## src/hw/rtl/sha256_stream_hasher_defines.svh

```systemverilog
// Assertion macros used by the hasher module.
`ifndef SHA256_STREAM_HASHER_DEFINES_SVH
`define SHA256_STREAM_HASHER_DEFINES_SVH

// Check a property on every clock edge outside reset.
`define SHS_ASSERT(lbl, prop, msg) \
    lbl: assert property (@(posedge i_clk) disable iff (!i_rst_n) (prop)) else $error(msg);

// Check a property on every clock edge, reset included.
`define SHS_ASSERT_ALWAYS(lbl, prop, msg) \
    lbl: assert property (@(posedge i_clk) (prop)) else $error(msg);

`endif

```

## src/hw/rtl/shs_pkg.sv

```systemverilog
// Types, constants and round functions of the SHA-256 stream hasher.
package shs_pkg;

    typedef enum logic [7:0] {
        S_IDLE  = 8'b0000_0001,
        S_RDA   = 8'b0000_0010,
        S_RDB   = 8'b0000_0100,
        S_SCHED = 8'b0000_1000,
        S_ROUND = 8'b0001_0000,
        S_FOLD  = 8'b0010_0000,
        S_PAD   = 8'b0100_0000,
        S_OUT   = 8'b1000_0000
    } t_state;

    localparam logic [7:0] PAD_BYTE = 8'h80;

    localparam logic [31:0] HASH_INIT [8] = '{
        32'h6a09e667, 32'hbb67ae85, 32'h3c6ef372, 32'ha54ff53a,
        32'h510e527f, 32'h9b05688c, 32'h1f83d9ab, 32'h5be0cd19
    };

    localparam logic [31:0] ROUND_K [64] = '{
        32'h428a2f98, 32'h71374491, 32'hb5c0fbcf, 32'he9b5dba5,
        32'h3956c25b, 32'h59f111f1, 32'h923f82a4, 32'hab1c5ed5,
        32'hd807aa98, 32'h12835b01, 32'h243185be, 32'h550c7dc3,
        32'h72be5d74, 32'h80deb1fe, 32'h9bdc06a7, 32'hc19bf174,
        32'he49b69c1, 32'hefbe4786, 32'h0fc19dc6, 32'h240ca1cc,
        32'h2de92c6f, 32'h4a7484aa, 32'h5cb0a9dc, 32'h76f988da,
        32'h983e5152, 32'ha831c66d, 32'hb00327c8, 32'hbf597fc7,
        32'hc6e00bf3, 32'hd5a79147, 32'h06ca6351, 32'h14292967,
        32'h27b70a85, 32'h2e1b2138, 32'h4d2c6dfc, 32'h53380d13,
        32'h650a7354, 32'h766a0abb, 32'h81c2c92e, 32'h92722c85,
        32'ha2bfe8a1, 32'ha81a664b, 32'hc24b8b70, 32'hc76c51a3,
        32'hd192e819, 32'hd6990624, 32'hf40e3585, 32'h106aa070,
        32'h19a4c116, 32'h1e376c08, 32'h2748774c, 32'h34b0bcb5,
        32'h391c0cb3, 32'h4ed8aa4a, 32'h5b9cca4f, 32'h682e6ff3,
        32'h748f82ee, 32'h78a5636f, 32'h84c87814, 32'h8cc70208,
        32'h90befffa, 32'ha4506ceb, 32'hbef9a3f7, 32'hc67178f2
    };

    function automatic logic [31:0] big_sigma0(input logic [31:0] x);
        return {x[1:0], x[31:2]} ^ {x[12:0], x[31:13]} ^ {x[21:0], x[31:22]};
    endfunction

    function automatic logic [31:0] big_sigma1(input logic [31:0] x);
        return {x[5:0], x[31:6]} ^ {x[10:0], x[31:11]} ^ {x[24:0], x[31:25]};
    endfunction

    function automatic logic [31:0] small_sigma0(input logic [31:0] x);
        return {x[6:0], x[31:7]} ^ {x[17:0], x[31:18]} ^ {3'b000, x[31:3]};
    endfunction

    function automatic logic [31:0] small_sigma1(input logic [31:0] x);
        return {x[16:0], x[31:17]} ^ {x[18:0], x[31:19]} ^ {10'd0, x[31:10]};
    endfunction

endpackage

```

## src/hw/rtl/sha256_stream_hasher.sv

```systemverilog
// SHA-256 stream hasher: takes one data byte per accepted item and returns
// the eight digest words of each message. Bytes are taken one per cycle while
// the hasher is idle; the 64th byte of a block starts a compression (rounds
// 0-15 pass through the read, schedule and round states, rounds 16-63 add a
// second read state, and a fold adds the result into the chain value), during
// which input is stalled. The round pace is set by the 16-word schedule RAM,
// whose two read ports fetch the four schedule taps of a round over the two
// read states. On a last item the padding is written one word per cycle, one
// or two compressions follow, and the digest leaves over 8 output words,
// index 0 first; input stays stalled until the eighth word is taken.
`include "sha256_stream_hasher_defines.svh"

module sha256_stream_hasher import shs_pkg::*; (
    input  logic        i_clk,
    input  logic        i_rst_n,
    input  logic        i_valid,
    output logic        o_stall,
    input  logic [7:0]  i_data_byte,
    input  logic        i_byte_valid,
    input  logic        i_last,
    output logic        o_valid,
    input  logic        i_stall,
    output logic [31:0] o_digest_word,
    output logic [2:0]  o_word_index,
    output logic        o_last_word
);

    t_state      r_state, n_state;
    logic [60:0] r_cnt, n_cnt;
    logic [5:0]  r_round, n_round;
    logic [2:0]  r_oidx, n_oidx;
    logic [3:0]  r_widx, n_widx;
    logic        r_first, n_first;
    logic        r_tail, n_tail;
    logic        r_pad_pend, n_pad_pend;
    logic        r_fin, n_fin;
    logic [31:0] r_h [8];
    logic [31:0] n_h [8];
    logic [31:0] r_v [8];
    logic [31:0] n_v [8];
    logic [23:0] r_pack, n_pack;
    logic [31:0] r_w, n_w;
    logic [31:0] r_x16, n_x16;
    logic [31:0] r_x15, n_x15;

    logic        ram_we;
    logic [3:0]  ram_waddr;
    logic [31:0] ram_wdata;
    logic [3:0]  ram_raddr_a;
    logic [3:0]  ram_raddr_b;
    logic [31:0] ram_rdata_a;
    logic [31:0] ram_rdata_b;

    logic        in_acc;
    logic        out_acc;
    logic [31:0] t1;
    logic [31:0] t2;
    logic [31:0] ch;
    logic [31:0] maj;
    logic [31:0] pad_word;

    shs_ram #(
        .WIDTH(32),
        .DEPTH(16)
    ) u_sched (
        .i_clk    (i_clk),
        .i_we     (ram_we),
        .i_waddr  (ram_waddr),
        .i_wdata  (ram_wdata),
        .i_raddr_a(ram_raddr_a),
        .i_raddr_b(ram_raddr_b),
        .o_rdata_a(ram_rdata_a),
        .o_rdata_b(ram_rdata_b)
    );

    assign o_stall       = (r_state != S_IDLE);
    assign o_valid       = (r_state == S_OUT);
    assign o_digest_word = r_h[r_oidx];
    assign o_word_index  = r_oidx;
    assign o_last_word   = (r_oidx == 3'd7);

    assign in_acc  = i_valid && (r_state == S_IDLE);
    assign out_acc = o_valid && !i_stall;

    // Round datapath on the working variables a..h.
    assign ch  = (r_v[4] & r_v[5]) ^ (~r_v[4] & r_v[6]);
    assign maj = (r_v[0] & r_v[1]) ^ (r_v[0] & r_v[2]) ^ (r_v[1] & r_v[2]);
    assign t1  = r_v[7] + big_sigma1(r_v[4]) + ch + ROUND_K[r_round] + r_w;
    assign t2  = big_sigma0(r_v[0]) + maj;

    // Word that holds the pad byte, merged with the bytes packed so far.
    always_comb begin
        case (r_cnt[1:0])
            2'd0:    pad_word = {PAD_BYTE, 24'd0};
            2'd1:    pad_word = {r_pack[23:16], PAD_BYTE, 16'd0};
            2'd2:    pad_word = {r_pack[23:8], PAD_BYTE, 8'd0};
            2'd3:    pad_word = {r_pack, PAD_BYTE};
            default: pad_word = {PAD_BYTE, 24'd0};
        endcase
    end

    always_comb begin
        n_state    = r_state;
        n_cnt      = r_cnt;
        n_round    = r_round;
        n_oidx     = r_oidx;
        n_widx     = r_widx;
        n_first    = r_first;
        n_tail     = r_tail;
        n_pad_pend = r_pad_pend;
        n_fin      = r_fin;
        n_h        = r_h;
        n_v        = r_v;
        n_pack     = r_pack;
        n_w        = r_w;
        n_x16      = r_x16;
        n_x15      = r_x15;
        ram_we     = 1'b0;
        ram_waddr  = r_round[3:0];
        ram_wdata  = '0;
        ram_raddr_a = r_round[3:0];
        ram_raddr_b = r_round[3:0] + 4'd1;

        case (r_state)
            S_IDLE: begin
                if (in_acc) begin
                    if (i_byte_valid) begin
                        case (r_cnt[1:0])
                            2'd0: n_pack = {i_data_byte, 16'd0};
                            2'd1: n_pack[15:8] = i_data_byte;
                            2'd2: n_pack[7:0] = i_data_byte;
                            2'd3: begin
                                ram_we    = 1'b1;
                                ram_waddr = r_cnt[5:2];
                                ram_wdata = {r_pack, i_data_byte};
                            end
                            default: n_pack = r_pack;
                        endcase
                        n_cnt = r_cnt + 61'd1;
                        if (r_cnt[5:0] == 6'd63) begin
                            // block full: compress, then pad if last
                            n_v        = r_h;
                            n_pad_pend = i_last;
                            n_first    = 1'b1;
                            n_fin      = 1'b0;
                            n_state    = S_RDA;
                        end else if (i_last) begin
                            n_first = 1'b1;
                            n_state = S_PAD;
                        end
                    end else if (i_last) begin
                        n_first = 1'b1;
                        n_state = S_PAD;
                    end
                end
            end
            S_RDA: begin
                ram_raddr_a = r_round[3:0];
                ram_raddr_b = r_round[3:0] + 4'd1;
                n_state = (r_round[5:4] == 2'd0) ? S_SCHED : S_RDB;
            end
            S_RDB: begin
                n_x16       = ram_rdata_a;
                n_x15       = ram_rdata_b;
                ram_raddr_a = r_round[3:0] + 4'd9;
                ram_raddr_b = r_round[3:0] + 4'd14;
                n_state     = S_SCHED;
            end
            S_SCHED: begin
                if (r_round[5:4] == 2'd0) begin
                    n_w = ram_rdata_a;
                end else begin
                    n_w = r_x16 + small_sigma0(r_x15) + ram_rdata_a
                        + small_sigma1(ram_rdata_b);
                    ram_we    = 1'b1;
                    ram_waddr = r_round[3:0];
                    ram_wdata = n_w;
                end
                n_state = S_ROUND;
            end
            S_ROUND: begin
                n_v[0]  = t1 + t2;
                n_v[1]  = r_v[0];
                n_v[2]  = r_v[1];
                n_v[3]  = r_v[2];
                n_v[4]  = r_v[3] + t1;
                n_v[5]  = r_v[4];
                n_v[6]  = r_v[5];
                n_v[7]  = r_v[6];
                n_round = r_round + 6'd1;
                n_state = (r_round == 6'd63) ? S_FOLD : S_RDA;
            end
            S_FOLD: begin
                for (int i = 0; i < 8; i++) begin
                    n_h[i] = r_h[i] + r_v[i];
                end
                if (r_fin) begin
                    n_oidx  = 3'd0;
                    n_state = S_OUT;
                end else if (r_pad_pend) begin
                    n_pad_pend = 1'b0;
                    n_state    = S_PAD;
                end else begin
                    n_state = S_IDLE;
                end
            end
            S_PAD: begin
                ram_we = 1'b1;
                if (r_first) begin
                    ram_waddr = r_cnt[5:2];
                    ram_wdata = pad_word;
                    n_first   = 1'b0;
                    n_tail    = (r_cnt[5:3] != 3'b111);
                    n_widx    = r_cnt[5:2] + 4'd1;
                    if ((r_cnt[5:3] == 3'b111) && (r_cnt[5:2] == 4'd15)) begin
                        // pad byte closes the block: length goes in an extra one
                        n_v        = r_h;
                        n_pad_pend = 1'b1;
                        n_tail     = 1'b1;
                        n_widx     = 4'd0;
                        n_fin      = 1'b0;
                        n_state    = S_RDA;
                    end
                end else begin
                    ram_waddr = r_widx;
                    if (r_tail && (r_widx == 4'd14)) begin
                        ram_wdata = r_cnt[60:29];
                    end else if (r_tail && (r_widx == 4'd15)) begin
                        ram_wdata = {r_cnt[28:0], 3'b000};
                    end else begin
                        ram_wdata = '0;
                    end
                    n_widx = r_widx + 4'd1;
                    if (r_widx == 4'd15) begin
                        n_v = r_h;
                        if (r_tail) begin
                            n_fin      = 1'b1;
                            n_pad_pend = 1'b0;
                        end else begin
                            n_fin      = 1'b0;
                            n_pad_pend = 1'b1;
                            n_tail     = 1'b1;
                            n_widx     = 4'd0;
                        end
                        n_state = S_RDA;
                    end
                end
            end
            S_OUT: begin
                if (out_acc) begin
                    n_oidx = r_oidx + 3'd1;
                    if (r_oidx == 3'd7) begin
                        // digest gone: start a fresh message
                        n_h     = HASH_INIT;
                        n_cnt   = '0;
                        n_fin   = 1'b0;
                        n_state = S_IDLE;
                    end
                end
            end
            default: begin
                n_state = S_IDLE;
            end
        endcase
    end

    always_ff @(posedge i_clk) begin
        if (!i_rst_n) begin
            r_state    <= S_IDLE;
            r_cnt      <= '0;
            r_round    <= '0;
            r_oidx     <= '0;
            r_widx     <= '0;
            r_first    <= 1'b0;
            r_tail     <= 1'b0;
            r_pad_pend <= 1'b0;
            r_fin      <= 1'b0;
            r_h        <= HASH_INIT;
        end else begin
            r_state    <= n_state;
            r_cnt      <= n_cnt;
            r_round    <= n_round;
            r_oidx     <= n_oidx;
            r_widx     <= n_widx;
            r_first    <= n_first;
            r_tail     <= n_tail;
            r_pad_pend <= n_pad_pend;
            r_fin      <= n_fin;
            r_h        <= n_h;
        end
    end

    always_ff @(posedge i_clk) begin
        r_v    <= n_v;
        r_pack <= n_pack;
        r_w    <= n_w;
        r_x16  <= n_x16;
        r_x15  <= n_x15;
    end

    `SHS_ASSERT(a_out_blocks_in, o_valid |-> o_stall, "input open while digest is out")
    `SHS_ASSERT(a_word_order,
        (o_valid && !i_stall && !o_last_word) |=>
            (o_valid && (o_word_index == $past(o_word_index) + 3'd1)),
        "digest words out of order")
    `SHS_ASSERT(a_round_idle, (r_state == S_IDLE) |-> (r_round == 6'd0),
        "round counter not at zero between items")
    `SHS_ASSERT_ALWAYS(a_reset_quiet, !i_rst_n |=> !o_valid, "output valid after reset")

endmodule

```

## src/hw/rtl/shs_ram.sv

```systemverilog
// Generic RAM: one write port, two registered read ports.
module shs_ram #(
    parameter int WIDTH = 32,
    parameter int DEPTH = 16
) (
    input  logic                     i_clk,
    input  logic                     i_we,
    input  logic [$clog2(DEPTH)-1:0] i_waddr,
    input  logic [WIDTH-1:0]         i_wdata,
    input  logic [$clog2(DEPTH)-1:0] i_raddr_a,
    input  logic [$clog2(DEPTH)-1:0] i_raddr_b,
    output logic [WIDTH-1:0]         o_rdata_a,
    output logic [WIDTH-1:0]         o_rdata_b
);

    logic [WIDTH-1:0] r_mem [DEPTH];

    always_ff @(posedge i_clk) begin
        if (i_we) begin
            r_mem[i_waddr] <= i_wdata;
        end
        o_rdata_a <= r_mem[i_raddr_a];
        o_rdata_b <= r_mem[i_raddr_b];
    end

endmodule
```

## config.mk

```make
export PLATFORM = sky130hd
export DESIGN_NAME = sha256_stream_hasher
export DESIGN_NICKNAME = d
export VERILOG_FILES = /design/src/hw/rtl/shs_pkg.sv /design/src/hw/rtl/sha256_stream_hasher.sv /design/src/hw/rtl/shs_ram.sv
export VERILOG_INCLUDE_DIRS = /design/src /design/src/hw/rtl
export SDC_FILE = /design/constraint.sdc
export NUM_CORES = 2
export LEC_CHECK = 0
export BUFFER_PORTS_ARGS = -buffer_cell sky130_fd_sc_hd__buf_2
export CORE_MARGIN = 3
export CORE_UTILIZATION = 65
export DETAILED_ROUTE_END_ITERATION = 8
export PLACE_DENSITY = 0.81
export SLEW_MARGIN = 10
export SYNTH_ARGS = -nofsm -noshare
export SYNTH_HDL_FRONTEND = slang
export SYNTH_SLANG_ARGS = --single-unit
```

## constraint.sdc

```tcl
create_clock -name i_clk -period 36.5 [get_ports i_clk]
set_clock_uncertainty 0.1 [all_clocks]
set_input_delay 7.3 -clock i_clk [delete_from_list [all_inputs] [get_ports i_clk]]
set_output_delay 7.3 -clock i_clk [all_outputs]
set_load 0.02 [all_outputs]
```

==> impl_metrics.json <==
{
  "ys_ff_latch": 1294,
  "yosysTopAreaCellShare_pct": 32.2,
  "drc": 1,
  "slew_headroom_pct": 11.2,
  "timing.rr.start": "r_round[0]",
  "hold_class": "register to register",
  "syn_nets": 8362,
  "hp-start": "r_state[2]",
  "io_buffers": 51,
  "core-area_sq_um": 126000,
  "grt.total_usage_pct": 41.0,
  "start_util_pct": 65.7,
  "drtAntennaViolNets": 0,
  "die_area_sq_um": 132000,
  "layout_common_cells": "nand2_1 (1091), edfxtp_1 (888), a21oi_1 (471)",
  "dp_hpwl_mm": 186,
  "gp_congestion": 1.02,
  "finalSetupViolCount": 0,
  "dr_total_vias": 65100,
  "post_drt_wl_per_cell_um": 28.8,
  "drv_cap": 0,
  "post-cts-setup-buffer-count": 0,
  "syn_inst": 7747,
  "finalHoldViolations": 0,
  "synth_edf_count": 888,
  "final_common_cell": "nand2_1",
  "async_flop_share_pct": 0,
  "place_inst": 9136,
  "postCtsHoldBufs": 0,
  "rows": 130,
  "reg2reg_to": "r_v[255]",
  "criticalPathCategory": "register to output port",
  "grt_pass1_vias": 64100,
  "htreeDepth": 4,
  "cts_resized": 0,
  "final_util_pct": 70.8,
  "multiInputGateArea_sq_um": 45100,
  "synth_cell_types": 111,
  "synthesis.area_sq_um": 82800,
  "cts_buffer_depth": 3,
  "whs_ns": 0.383,
  "cp_data_required_time_ns": 29.10,
  "yosysSeqAreaShare_pct": 42.0,
  "yosysTopAreaCell": "edfxtp_1",
  "drtIter0Drc": 8867,
  "routed_wl_mm": 271,
  "setup_tns_ns": 0,
  "ir_worst_vdd_mv": 0.102,
  "fill_cells": 8622,
  "finalCritPeriodShare_pct": 30.2,
  "holdPathStages": 1,
  "drive_above_1_share_pct": 11.4,
  "min_to": "r_state[2]",
  "reg2reg_depth": 35,
  "instances_no_fill": 9402,
  "first_pass_iters": 9,
  "clk_latency_ns": 0.84,
  "layout.nets": 8245,
  "slew_viol_final": 0,
  "synth_warnings": 0,
  "pre_cts_slack_ns": 25.89,
  "layout_setup_ws_ns": 25.49,
  "numCtsBuffers": 141,
  "vias_per_cell": 6.92,
  "power_density_nw_per_um2": 89.1,
  "clk_pin_slew_worst_paths_ns": 0.06,
  "ys.flop_type": "edfxtp_1",
  "leakage_nw": 33.7,
  "syn_to_final_growth_pct": 7.77,
  "worst_setup_path_start_kind": "register",
  "end_kind": "output port",
  "grt_max_degree": 148,
  "critPathArrivalTime_ns": 3.61,
  "synth_area_leaders": "edfxtp_1 (32%), dfxtp_1 (9.8%), mux4_2 (9.7%), ha_1 (6.1%), nand2_1 (5.0%)",
  "rsz0062_at_grt": "false",
  "root_buffer": "clkbuf_16",
  "cts_sinks": 1294,
  "grt_pass1_wl_mm": 402,
  "ios": 52,
  "regArea_sq_um": 34800,
  "worstPathMaxFanout": 37,
  "die_y_um": 363,
  "worstMarginPinSlew_ns": 1.33,
  "max_freq_ghz": 0.0908,
  "reg2reg_slack_ns": 26.33,
  "die_x_um": 363,
  "period_minus_slack_ns": 11.01,
  "violations": "DRC",
  "antenna_found_initial": 11,
  "grt_overflow": 0,
  "syn_area_per_cell_sq_um": 10.7,
  "cts_tree": "yes",
  "status": "finished, violations left"
}
[synthesized netlist by cell type (all sizes together) (13+ instances only)]
master,n
o211ai,43
nand2b,63
mux2,51
and4,15
a21o,198
a211oi,90
o31ai,18
and2,43
or2,16
nor2,487
a311oi,13
fa,195
nor3,88
o21bai,43
a221oi,15
buf,111
mux4,355
nand3,91
a22oi,101
mux2i,64
xnor2,398
a221o,28
inv,392
nand4,34
nand2,1097
or3,33
a21oi,479
nor2b,99
a21boi,18
edfxtp,888
and3,48
clkbuf,295
a31oi,50
a32oi,15
o21ai,411
dfxtp,406
o21a,70
o22ai,83
ha,406
xor2,229
[where the power goes]
group | total [mW] | switching, mW | internal [mW]
logic | 4.78 | 2.88 | 1.89
registers | 1.71 | 0.0795 | 1.63
clock network | 1.47 | 0.647 | 0.818
total | 7.95 | 3.61 | 4.34
[worst max-delay path: stages, from the launching register on]
cell,delay (ns)
dfxtp_4,0.79
buf_4,0.71
mux4_2,0.68
mux2_2,0.33
buf_2,0.17
[worst max path at each step]
stage                          from  cells past startpoint               endpoint  slack, ns
global route        o_word_index[0]                      4      o_digest_word[21]      25.33
CTS                 o_word_index[0]                      4      o_digest_word[22]      25.46
floorplan              i_byte_valid                      5                 r_v[0]      17.09
finish              o_word_index[0]                      4      o_digest_word[23]      25.49
global placement            i_valid                     10  u_sched.r_mem[10][23]      25.98
detailed placement          i_valid                     10  u_sched.r_mem[10][15]      25.89
[routing by layer]
metal	vias to the layer above	GRT usage (%)	part of all wire, %
li1	28000	-	-
met1	31400	47.8	33
met2	4562	65.7	46
met3	1103	8.50	11
met4	8	33.7	10
met5	-	0	0.021
[state kept, by name, summed over array words and instances (netlist names), 4 cells and up]
signal             count
r_widx                 4
r_state                8
u_sched.r_mem        512
r_v                  256
u_sched.o_rdata_b     32
r_x15                 32
r_x16                 32
r_cnt                 61
r_round                6
u_sched.o_rdata_a     32
r_pack                24
r_w                   32
r_h                  256
[final cells by class]
type / count / area share [%]
multi-input combinational: 5655 / 50.5
clock inverter: 66 / 0.856
timing repair buffer: 146 / 1.19
sequential: 1294 / 39.0
inverter: 392 / 1.65
clock buffer: 197 / 4.45
tap: 1650 / 2.31
antenna: 2 / 0.00561
[per-stage QoR]
stage,cell area [sq um],power [mW]
floorplan,82800,5.21
global placement,84500,6.19
detailed placement,84500,6.33
CTS,89300,7.80
global route,89300,8.41
finish,89300,7.95
[kinds of logic (layout without fill, tap and decap cells)]
| family | after synthesis | count (layout) | synth area share, % |
|---|---|---|---|
| multiplexers | 470 | 470 | 11.1 |
| flip-flops | 1294 | 1294 | 42.0 |
| buffers and inverters | 798 | 801 | 3.85 |
| AND/OR/NAND/NOR | 2154 | 2154 | 11.4 |
| AO/OA/AOI/OAI | 1798 | 1798 | 14.0 |
| XOR/XNOR | 629 | 629 | 6.69 |
| adder cells (fa/ha/maj) | 604 | 604 | 10.9 |
| other | 0 | 2 | 0 |
Power figures use the tool's default switching activity.
